$ cat src/rtl/shu_pkg.sv
// shared types and constants for the signature hint unpacker
package shu_pkg;

	localparam int DEF_MAX_HINTS   = 128;
	localparam int DEF_MAX_POLYS   = 8;
	localparam int COEFFS_PER_POLY = 256;

	localparam int BYTE_W         = 8;
	localparam int WORD_W         = 64;
	localparam int WORDS_PER_POLY = COEFFS_PER_POLY / WORD_W;
	localparam int WORD_IDX_W     = $clog2(WORDS_PER_POLY);
	localparam int BIT_IDX_W      = $clog2(WORD_W);
	localparam int POLY_IDX_W     = 3;
	localparam int POLYS_W        = 4;

	localparam int CFG_IDX_W = 2;
	localparam logic [CFG_IDX_W-1:0] REG_HINT_LIMIT   = CFG_IDX_W'(0);
	localparam logic [CFG_IDX_W-1:0] REG_POLYS_IN_USE = CFG_IDX_W'(1);

	localparam logic [BYTE_W-1:0]  RST_HINT_LIMIT   = BYTE_W'(80);
	localparam logic [POLYS_W-1:0] RST_POLYS_IN_USE = POLYS_W'(4);

	typedef struct packed {
		logic [BYTE_W-1:0] packed_byte;
		logic              first_of_signature;
	} shu_byte_t;

	typedef struct packed {
		logic [POLY_IDX_W-1:0] poly_index;
		logic [WORD_IDX_W-1:0] word_index;
		logic [WORD_W-1:0]     hint_bits;
		logic                  malformed;
		logic                  last_of_poly;
		logic                  last_of_signature;
	} shu_word_t;

endpackage

$ cat src/rtl/shu_ram.sv
// generic single-write, single-read ram with registered read data
module shu_ram #(
	parameter int WIDTH = 8,
	parameter int DEPTH = 128,
	localparam int AW = (DEPTH > 1) ? $clog2(DEPTH) : 1
) (
	input  logic             clk,
	input  logic             we,
	input  logic [AW-1:0]    waddr,
	input  logic [WIDTH-1:0] wdata,
	input  logic             re,
	input  logic [AW-1:0]    raddr,
	output logic [WIDTH-1:0] rdata
);

	logic [WIDTH-1:0] mem_q [DEPTH];
	logic [WIDTH-1:0] rdata_q;

	always_ff @(posedge clk) begin
		if (we) begin
			mem_q[waddr] <= wdata;
		end
		if (re) begin
			rdata_q <= mem_q[raddr];
		end
	end

	assign rdata = rdata_q;

endmodule

$ cat src/rtl/signature_hint_unpacker.sv
// Hint section decoder: takes the packed hint section one byte per transfer. The first
// omega bytes (hint_limit) are coefficient indices and are written to the index store as they
// are taken. Each of the following k count bytes (polys_in_use) walks the store from
// the previous count to this count, one index read per cycle on the store's single read
// port, checking that indices rise strictly; the last count byte also walks the slots up
// to omega and checks that they are zero. A count byte then puts out four 64-bit bitmap
// words, one per cycle while the consumer keeps up; a byte with a bad count or after an
// error skips the walk. The output register lets the next byte be taken while the last
// word waits. Bytes past omega + k are taken and dropped until first_of_signature restarts
// decoding. The index store has no reset and needs no clearing pass.
module signature_hint_unpacker
	import shu_pkg::*;
#(
	parameter int MAX_HINTS = DEF_MAX_HINTS,
	parameter int MAX_POLYS = DEF_MAX_POLYS
) (
	input  logic                 clk,
	input  logic                 arst_n,
	input  logic                 byte_valid,
	output logic                 byte_ready,
	input  shu_byte_t            byte_item,
	output logic                 word_valid,
	input  logic                 word_ready,
	output shu_word_t            word_item,
	input  logic                 cfg_valid,
	output logic                 cfg_ready,
	input  logic [CFG_IDX_W-1:0] cfg_index,
	input  logic [BYTE_W-1:0]    cfg_data
);

	localparam int AW    = (MAX_HINTS > 1) ? $clog2(MAX_HINTS) : 1;
	localparam int POS_W = $clog2(MAX_HINTS + MAX_POLYS + 1);

	typedef enum logic [1:0] {
		S_IDLE,
		S_WALK,
		S_EMIT
	} state_t;

	state_t                state_q;
	logic [BYTE_W-1:0]     hint_limit_q;
	logic [POLYS_W-1:0]    polys_in_use_q;
	logic [POS_W-1:0]      pos_q;
	logic [BYTE_W-1:0]     prev_q;
	logic                  err_q;
	logic [BYTE_W-1:0]     cnt_q;
	logic [BYTE_W-1:0]     issue_j_q;
	logic [BYTE_W-1:0]     stop_q;
	logic [BYTE_W-1:0]     last_idx_q;
	logic [POLY_IDX_W-1:0] poly_q;
	logic                  last_poly_q;
	logic [WORD_IDX_W-1:0] word_q;
	logic                  rd_vld_s1;
	logic [BYTE_W-1:0]     rd_j_s1;
	logic                  word_valid_q;
	shu_word_t             word_out_q;
	logic [WORD_W-1:0]     bitmap_q [WORDS_PER_POLY];

	logic                  byte_acc;
	logic [BYTE_W-1:0]     omega;
	logic [POLYS_W-1:0]    k_eff;
	logic [POS_W-1:0]      pos_base;
	logic [POS_W-1:0]      sect_end;
	logic [BYTE_W-1:0]     prev_base;
	logic                  err_base;
	logic                  in_section;
	logic                  is_index;
	logic [POLY_IDX_W-1:0] p_cur;
	logic                  p_last;
	logic [BYTE_W-1:0]     cnt_in;
	logic                  ram_we;
	logic                  ram_re;
	logic [BYTE_W-1:0]     rd_data;
	logic                  in_poly;
	logic                  chk_err;
	logic                  walk_done;
	logic                  out_free;

	assign byte_ready = (state_q == S_IDLE);
	assign byte_acc   = byte_valid && byte_ready;
	assign cfg_ready  = 1'b1;
	assign cnt_in     = byte_item.packed_byte;

	always_comb begin
		omega = (hint_limit_q > BYTE_W'(MAX_HINTS)) ? BYTE_W'(MAX_HINTS) : hint_limit_q;
		if (polys_in_use_q == '0) begin
			k_eff = POLYS_W'(1);
		end else if (polys_in_use_q > POLYS_W'(MAX_POLYS)) begin
			k_eff = POLYS_W'(MAX_POLYS);
		end else begin
			k_eff = polys_in_use_q;
		end
		pos_base   = byte_item.first_of_signature ? '0 : pos_q;
		prev_base  = byte_item.first_of_signature ? '0 : prev_q;
		err_base   = byte_item.first_of_signature ? 1'b0 : err_q;
		sect_end   = POS_W'(omega) + POS_W'(k_eff);
		in_section = pos_base < sect_end;
		is_index   = pos_base < POS_W'(omega);
		p_cur      = POLY_IDX_W'(pos_base - POS_W'(omega));
		p_last     = (POLYS_W'(p_cur) + POLYS_W'(1)) == k_eff;
	end

	assign ram_we = byte_acc && in_section && is_index;
	assign ram_re = (state_q == S_WALK) && (issue_j_q != stop_q);

	shu_ram #(
		.WIDTH(BYTE_W),
		.DEPTH(MAX_HINTS)
	) u_index_store (
		.clk  (clk),
		.we   (ram_we),
		.waddr(pos_base[AW-1:0]),
		.wdata(byte_item.packed_byte),
		.re   (ram_re),
		.raddr(issue_j_q[AW-1:0]),
		.rdata(rd_data)
	);

	// entries below the count belong to the polynomial, the rest are padding
	assign in_poly   = rd_j_s1 < cnt_q;
	assign chk_err   = rd_vld_s1 && (in_poly
		? ((rd_j_s1 != prev_q) && (rd_data <= last_idx_q))
		: (rd_data != '0));
	assign walk_done = !rd_vld_s1 && (issue_j_q == stop_q);
	assign out_free  = !word_valid_q || word_ready;

	always_ff @(posedge clk or negedge arst_n) begin
		if (!arst_n) begin
			state_q        <= S_IDLE;
			hint_limit_q   <= RST_HINT_LIMIT;
			polys_in_use_q <= RST_POLYS_IN_USE;
			pos_q          <= '0;
			prev_q         <= '0;
			err_q          <= 1'b0;
			cnt_q          <= '0;
			issue_j_q      <= '0;
			stop_q         <= '0;
			last_idx_q     <= '0;
			poly_q         <= '0;
			last_poly_q    <= 1'b0;
			word_q         <= '0;
			rd_vld_s1      <= 1'b0;
			rd_j_s1        <= '0;
			word_valid_q   <= 1'b0;
			word_out_q     <= '0;
		end else begin
			if (cfg_valid && cfg_ready) begin
				case (cfg_index)
					REG_HINT_LIMIT:   hint_limit_q   <= cfg_data;
					REG_POLYS_IN_USE: polys_in_use_q <= cfg_data[POLYS_W-1:0];
					default:          ;
				endcase
			end

			if (state_q == S_EMIT && out_free) begin
				word_valid_q <= 1'b1;
			end else if (word_ready) begin
				word_valid_q <= 1'b0;
			end

			// a read in flight when the walk is abandoned is dropped
			rd_vld_s1 <= ram_re && !chk_err;
			rd_j_s1   <= issue_j_q;

			case (state_q)
				S_IDLE: begin
					if (byte_acc) begin
						pos_q  <= in_section ? pos_base + POS_W'(1) : pos_base;
						prev_q <= prev_base;
						if (in_section && !is_index) begin
							poly_q      <= p_cur;
							last_poly_q <= p_last;
							word_q      <= '0;
							if (err_base || cnt_in < prev_base || cnt_in > omega) begin
								err_q   <= 1'b1;
								state_q <= S_EMIT;
							end else begin
								err_q     <= 1'b0;
								cnt_q     <= cnt_in;
								issue_j_q <= prev_base;
								stop_q    <= p_last ? omega : cnt_in;
								state_q   <= S_WALK;
							end
						end else begin
							err_q <= err_base;
						end
					end
				end
				S_WALK: begin
					if (ram_re) begin
						issue_j_q <= issue_j_q + BYTE_W'(1);
					end
					if (chk_err) begin
						err_q   <= 1'b1;
						state_q <= S_EMIT;
					end else begin
						if (rd_vld_s1 && in_poly) begin
							last_idx_q <= rd_data;
						end
						if (walk_done) begin
							prev_q  <= cnt_q;
							state_q <= S_EMIT;
						end
					end
				end
				S_EMIT: begin
					if (out_free) begin
						word_out_q.poly_index        <= poly_q;
						word_out_q.word_index        <= word_q;
						word_out_q.hint_bits         <= err_q ? '0 : bitmap_q[word_q];
						word_out_q.malformed         <= err_q;
						word_out_q.last_of_poly      <= (word_q == WORD_IDX_W'(WORDS_PER_POLY - 1));
						word_out_q.last_of_signature <= (word_q == WORD_IDX_W'(WORDS_PER_POLY - 1))
							&& last_poly_q;
						word_q <= word_q + WORD_IDX_W'(1);
						if (word_q == WORD_IDX_W'(WORDS_PER_POLY - 1)) begin
							state_q <= S_IDLE;
						end
					end
				end
				default: state_q <= S_IDLE;
			endcase
		end
	end

	// bitmap of the polynomial being decoded, cleared when its count byte arrives
	always_ff @(posedge clk) begin
		if (byte_acc) begin
			for (int w = 0; w < WORDS_PER_POLY; w++) begin
				bitmap_q[w] <= '0;
			end
		end else if (state_q == S_WALK && rd_vld_s1 && in_poly && !chk_err) begin
			bitmap_q[rd_data[BYTE_W-1 -: WORD_IDX_W]][rd_data[BIT_IDX_W-1:0]] <= 1'b1;
		end
	end

	assign word_valid = word_valid_q;
	assign word_item  = word_out_q;

	a_no_accept_during_walk: assert property (@(posedge clk) disable iff (!arst_n)
		rd_vld_s1 |-> !byte_ready)
		else $error("byte taken while an index read is in flight");

	a_malformed_zero_bits: assert property (@(posedge clk) disable iff (!arst_n)
		(word_valid && word_item.malformed) |-> (word_item.hint_bits == '0))
		else $error("hint bits nonzero on a malformed word");

	a_last_sig_is_last_poly: assert property (@(posedge clk) disable iff (!arst_n)
		(word_valid && word_item.last_of_signature) |-> word_item.last_of_poly)
		else $error("signature ends off a polynomial boundary");

	a_error_stops_walk: assert property (@(posedge clk) disable iff (!arst_n)
		$rose(err_q) |-> (state_q == S_EMIT))
		else $error("walk continues after an error");

endmodule

$ cat config.mk
export PLATFORM = sky130hd
export DESIGN_NAME = signature_hint_unpacker
export DESIGN_NICKNAME = d
export VERILOG_FILES = /design/src/rtl/shu_pkg.sv /design/src/rtl/shu_ram.sv /design/src/rtl/signature_hint_unpacker.sv
export SDC_FILE = /design/constraint.sdc
export NUM_CORES = 2
export LEC_CHECK = 0
export BUFFER_PORTS_ARGS = -buffer_cell sky130_fd_sc_hd__buf_2
export CAP_MARGIN = 30
export CORE_MARGIN = 4
export CORE_UTILIZATION = 30
export DETAILED_ROUTE_END_ITERATION = 16
export PLACE_DENSITY = 0.47
export SLEW_MARGIN = 20
export SYNTH_ARGS = -nofsm -noshare
export SYNTH_HDL_FRONTEND = slang
export SYNTH_SLANG_ARGS = --single-unit
$ cat constraint.sdc
create_clock -name clk -period 13.1 [get_ports clk]
set_input_delay 2.62 -clock clk [delete_from_list [all_inputs] [get_ports clk]]
set_output_delay 2.62 -clock clk [all_outputs]
set_load 0.005 [all_outputs]
# Yosys cells after proc, flatten, opt, wreduce, memory -nomap -nowiden
# Memory sizes are Yosys's and may differ from the RTL's. A register that Yosys moved wholly into a read port is not among the register bits.
# Cells that the tools add are included.
[word_totals]
register_bits = 151
latch_bits = 0
ram_bits = 1280
romBits = 0
input_bits = 24
out_inout_bits = 75
wordCells = 153
mem_count = 2
[classes]
addsub = 6
mul = 0
div = 0
magnitude_cmp = 10
n_eq_ne = 18
n_shift = 0
muxes = 50
n_bitwise = 2
n_reduce_logical = 43
[memory_table]
columns = ["memory", "words", "width", "read_ports", "rd_clocked_by_memory_dff", "wr", "line_no", "rtl"]
rows = [
  ["u_index_store.mem_q", 128, 8, 1, 1, 1, "shu_ram.sv:16", "logic [WIDTH-1:0] mem_q [DEPTH];"],
  ["bitmap_q", 4, 64, 1, 0, 4, "signature_hint_unpacker.sv:57", "logic [WORD_W-1:0] bitmap_q [WORDS_PER_POLY];"],
]
[op_table]
columns = ["cell", "count"]
rows = [
  ["$mux 64", 4],
  ["$mux 8", 12],
  ["$reduce_or 64->1", 1],
  ["$lt 8x8->1", 4],
  ["$pmux 8 s2", 2],
  ["$mux 2", 11],
  ["$add 8x1->8 const B", 2],
  ["$logic_and 1x1->1", 16],
  ["$ne 8x8->1", 2],
  ["$mux 1", 15],
  ["$ne 2x2->1 const B", 6],
  ["$reduce_and 4->1", 3],
  ["$reduce_and 5->1", 2],
  ["$reduce_and 3->1", 3],
  ["$add 8x4->8", 1],
  ["$eq 8x8->1", 1],
  ["$gt 8x8->1", 1],
  ["$gt 8x8->1 const B", 1],
  ["$le 8x8->1", 1],
  ["$mux 4", 2],
  ["$reduce_and 2->1", 4],
  ["$reduce_bool 8->1", 1],
  ["$lt 6x7->1 const B", 1],
  ["$demux 1 s6", 1],
  ["other kinds (19)", 32],
]

# Depth between registers and ports, before layout
[logic_depth]
depth_word = 11
depth_mapped = 20
depth_no_buf = 18

# Hierarchy
# A second synthesis with hierarchy kept.
[unflattened]
cells_unflattened = 3457
hier_area_um2 = 60625.6
[by_module_without_submodules]
columns = ["mod", "instances", "cells_each", "area_each_um2", "seq_area_each_um2"]
rows = [
  ["shu_ram", 1, 1635, 39745.6, 30989.7],
  ["signature_hint_unpacker", 1, 1822, 20880.0, 11469.8],
]

# Least setup slack after synthesis
# No wires, ideal clock.
[synth_path]
path_kind = "input to register"
start = "input byte_item[0] (netlist name)"
end = "memory u_index_store.mem_q[122][0], enable pin"
setup_ps = 383
t_arrival_ps = 5471
required_ps = 12717
slack_ps = 7246
stages = 13
n_path_buf = 2
path_cell_list = "inv_2 nand2_1 ha_1 inv_1 fa_1 a21oi_1 o211ai_1 a31oi_1 nand3_1 or2_2 buf_2 buf_1 nor3_1"
[synth_via]
elab_chain_cells = 6
elab_cells_between_ends = 7
classes_between = "order compare: 2; mux: 3; reduce/logical: 2"
[synth_lines]
columns = ["element", "line_no", "rtl"]
rows = [
  ["from (decl)", "signature_hint_unpacker.sv:21", "input shu_byte_t byte_item,"],
  ["$mux 8 *", "signature_hint_unpacker.sv:93", "pos_base = byte_item.first_of_signature ? '0 : pos_q;"],
  ["$lt 8x8->1", "signature_hint_unpacker.sv:97", "in_section = pos_base < sect_end;"],
  ["$logic_and 1x1->1 (2 in a row)", "signature_hint_unpacker.sv:103", "assign ram_we = byte_acc && in_section && is_index;"],
  ["$mux 1", "shu_ram.sv:20", "if (we) begin"],
  ["$mux 1 (not written as such)", "shu_ram.sv:21", "mem_q[waddr] <= wdata;"],
  ["to (decl)", "shu_ram.sv:16", ""],
]
# Mark *: on every way between the ends. The rest lies on a longest branch, timed or not.

# Worst setup path in the final report
[layout_path]
start = "input byte_item[0] (netlist name)"
end = "memory u_index_store.mem_q[86][7], enable pin"
# Same word-level chain as after synthesis.

==> impl_metrics.yaml <==
setup_path:
  crit_required_ps: 13590
  crit_slowest_cell: "nor2b_1"
  worstSetupPathType: "input port to register"
  cp-start-kind: "input port"
  critPathMaxFanout: 31
  path_cells: "buf_2, nor2b_1, ha_1, a211o_1, o22ai_1, a211oi_1, nor2b_1, nand3_4, or2_4, buf_12, nor3_1, clkbuf_2"
  slowest_delay_ps: 740
  crit_path_end_kind: "register"
  worst_ep_arrival_time_ps: 7470
  cpMostUsedCell: "nor2b_1"
clock_network:
  hold_buffers: 0
  post_cts_resized: 0
  htreeDepth: 4
  numCtsBuffers: 157
  cts_buffer_depth: 3
  clock_tree.root_cell: "clkbuf_16"
  cts.sinks: 1439
  clkLatencyLatePin_ps: 800
  path_clk_slew_ps: 60
  cts_tree: "yes"
  postCtsSetupBuffers: 0
die:
  core_area_sq_mm: 0.200
  rows: 164
  io-pin-count: 99
  die_h_microns: 456
  initial_utilization: 0.302
  dieArea_sq_mm: 0.208
  die_w_microns: 456
final_layout:
  final_cells: 6495
  layout-area-overhead-vs-synth_pct: 15.3
  final_nets: 3785
  layout-drive-gt1-share: 0.244
power_and_ir_drop:
  p_total_mw: 14.0
  powerDensity_mw_per_mm2: 202
  leakage_nw: 22.4
  vdd_drop_max_mv: 0.130
logic_synthesis:
  avgSynthCellArea_sq_um: 16.8
  seq_area_frac_synth: 0.705
  async_flop_share: 0.105
  synth_edf_count: 1288
  ys_warn_count: 0
  syn_inst: 3587
  syn-num-nets: 3665
  synth_seq_cells: 1439
  mappedNetlistArea_sq_mm: 0.0603
  synthFlopType: "edfxtp_1"
  ys_types: 69
global_routing:
  antenna_found_initial: 10
  grt_pass1_wl_mm: 251
  grtUsageTotal: 0.164
  first_global_vias: 33600
  globalRoute.totalOverflow: 0
  grt_max_degree: 114
route:
  wl_per_cell_microns: 26.9
  vias: 33700
  drt-initial-drc-count: 3429
  drc: 0
  routed_wl_mm: 175
  antenna_left: 0
  viasPerCell: 5.20
  first_pass_iters: 5
place:
  dp_hpwl_mm: 106
  port_buffers: 97
  gp_congestion: 0.785
  dp_cells: 6156
  dp_slack_ps: 5300
sta:
  fmax_mhz: 143
  maxSlewHeadroom: 0.254
  fin_ws_ps: 6120
  tns_ps: 0
  finClkSkew_ps: 39.4
  period_share: 0.533
  slew_viol_final: 0
  worstMarginPinSlew_ps: 1100
  setup_viol: 0
  rsz0062_at_grt: "no"
  period_needed_ps: 6980
  final_hold_viol_count: 0
run_status:
  status: "finished, final reports clean"
min_path:
  hp-class: "register to register"
run:
  cap_viol_max_count: 0
==> through the flow <==
stage | hold slack [ps] | instance area, sq um | utilization
after CTS | 494 | 68900 | 0.345
final | 478 | 69500 | 0.348
after global routing | 506 | 69500 | 0.348
after global placement | 471 | 63700 | 0.319
after floorplan | 349 | 60300 | -
after detailed placement | 479 | 63900 | 0.320
==> per-layer routing <==
layer	GRT usage	wire (microns)	vias up
li1	-	-	14600
met1	0.226	75900	17700
met2	0.261	83300	1184
met3	0.0340	10700	264
met4	0.0522	4960	2
met5	0	17	-
==> kinds of logic after synthesis <==
group,after synthesis,synth area share
AOI/OAI and AO/OA,639,0.0638
xor gates and xnor gates,27,0.00392
adders and majority gates,54,0.0115
buffers and inverters,320,0.0223
DFF,1439,0.705
muxes,405,0.140
other,1,0.0000622
and+or+nand+nor,702,0.0534
==> cells in the final DEF (no fill, tap or decap), types with 18 or more instances in the layout <==
cell	n
a22o_1	77
buf_4	96
mux2i_1	32
mux4_2	350
edfxtp_1	1288
clkbuf_16	158
clkinv_2	23
mux2_2	23
nor3_1	66
nor2b_1	29
clkbuf_2	27
o21ai_0	222
nor3_2	61
nand2_1	182
xor2_1	18
clkbuf_1	48
nand3_1	95
dfrtp_1	142
a22oi_1	20
buf_2	113
clkinv_1	21
ha_1	52
inv_1	30
a21oi_1	207
nor2_1	187
==> cells in the mapped netlist (10+ instances only) <==
master	instances	share of area
a31oi_1	14	0.0015
a22oi_1	20	0.0025
buf_1	32	0.0020
nor2_1	188	0.012
o21ai_0	222	0.018
a211oi_1	10	0.0012
mux2i_1	32	0.0053
nor2b_1	30	0.0031
mux2_2	23	0.0043
clkbuf_1	173	0.011
nand4_1	15	0.0016
o21ai_1	10	0.00083
buf_2	67	0.0056
edfxtp_1	1288	0.64
inv_1	30	0.0019
nand3_1	96	0.0080
nor3_1	125	0.010
ha_1	52	0.011
mux4_2	350	0.13
xor2_1	18	0.0026
and2_1	10	0.0010
dfrtp_1	148	0.061
a22o_1	77	0.011
nand2_1	188	0.012
a21oi_1	207	0.017
buf_4	11	0.0014
==> path summary, 6_finish.rpt <==
| kind | startpoint | endpoint | slack (ps) | cells past startpoint |
|---|---|---|---|---|
| worst min-delay path | poly_q[2] | poly_q[2] | 480 | 2 |
| min in group asynchronous | arst_n | word_item[31] | 1790 | 1 |
| worst max-delay path | byte_item[0] | u_index_store.mem_q[86][7] | 6120 | 12 |
| max in group asynchronous | arst_n | issue_j_q[1] | 10120 | 2 |
| worst min register to register | poly_q[2] | poly_q[2] | 480 | 2 |
| worst max register to register | hint_limit_q[7] | u_index_store.mem_q[86][7] | 6320 | 20 |
==> power by group <==
group	switching, mW	leakage, nW	internal [mW]
clock network	1.87	2.45	2.50
logic	2.32	6.20	1.62
registers	0.315	13.8	5.42
==> critical path: cells and delay by family <==
family	cells	cell delay, ps
AOI/OAI and AO/OA	3	630
and+or+nand+nor	5	3040
adders and majority gates	1	320
buffers and inverters	3	770
==> state kept, by name, summed over array words and instances (netlist names), 8 cells and up <==
| signal | count |
|---|---|
| issue_j_q | 8 |
| prev_q | 8 |
| hint_limit_q | 8 |
| last_idx_q | 8 |
| word_item | 72 |
| rd_j_s1 | 8 |
| cnt_q | 8 |
| u_index_store.mem_q | 1024 |
| stop_q | 8 |
| u_index_store.rdata | 8 |
| bitmap_q | 256 |
| pos_q | 8 |
==> layout make-up <==
class / instances / area (sq um)
Multi-Input combinational cell: 1828 / 16800
Timing Repair Buffer: 246 / 1650
Fill cell: 18900 / 130000
Antenna cell: 4 / 10.0
Tap cell: 2656 / 3320
Clock inverter: 74 / 822
Clock buffer: 213 / 4230
Inverter: 35 / 131
Sequential cell: 1439 / 42500
No activity file was read; power rests on OpenSTA's default activity.
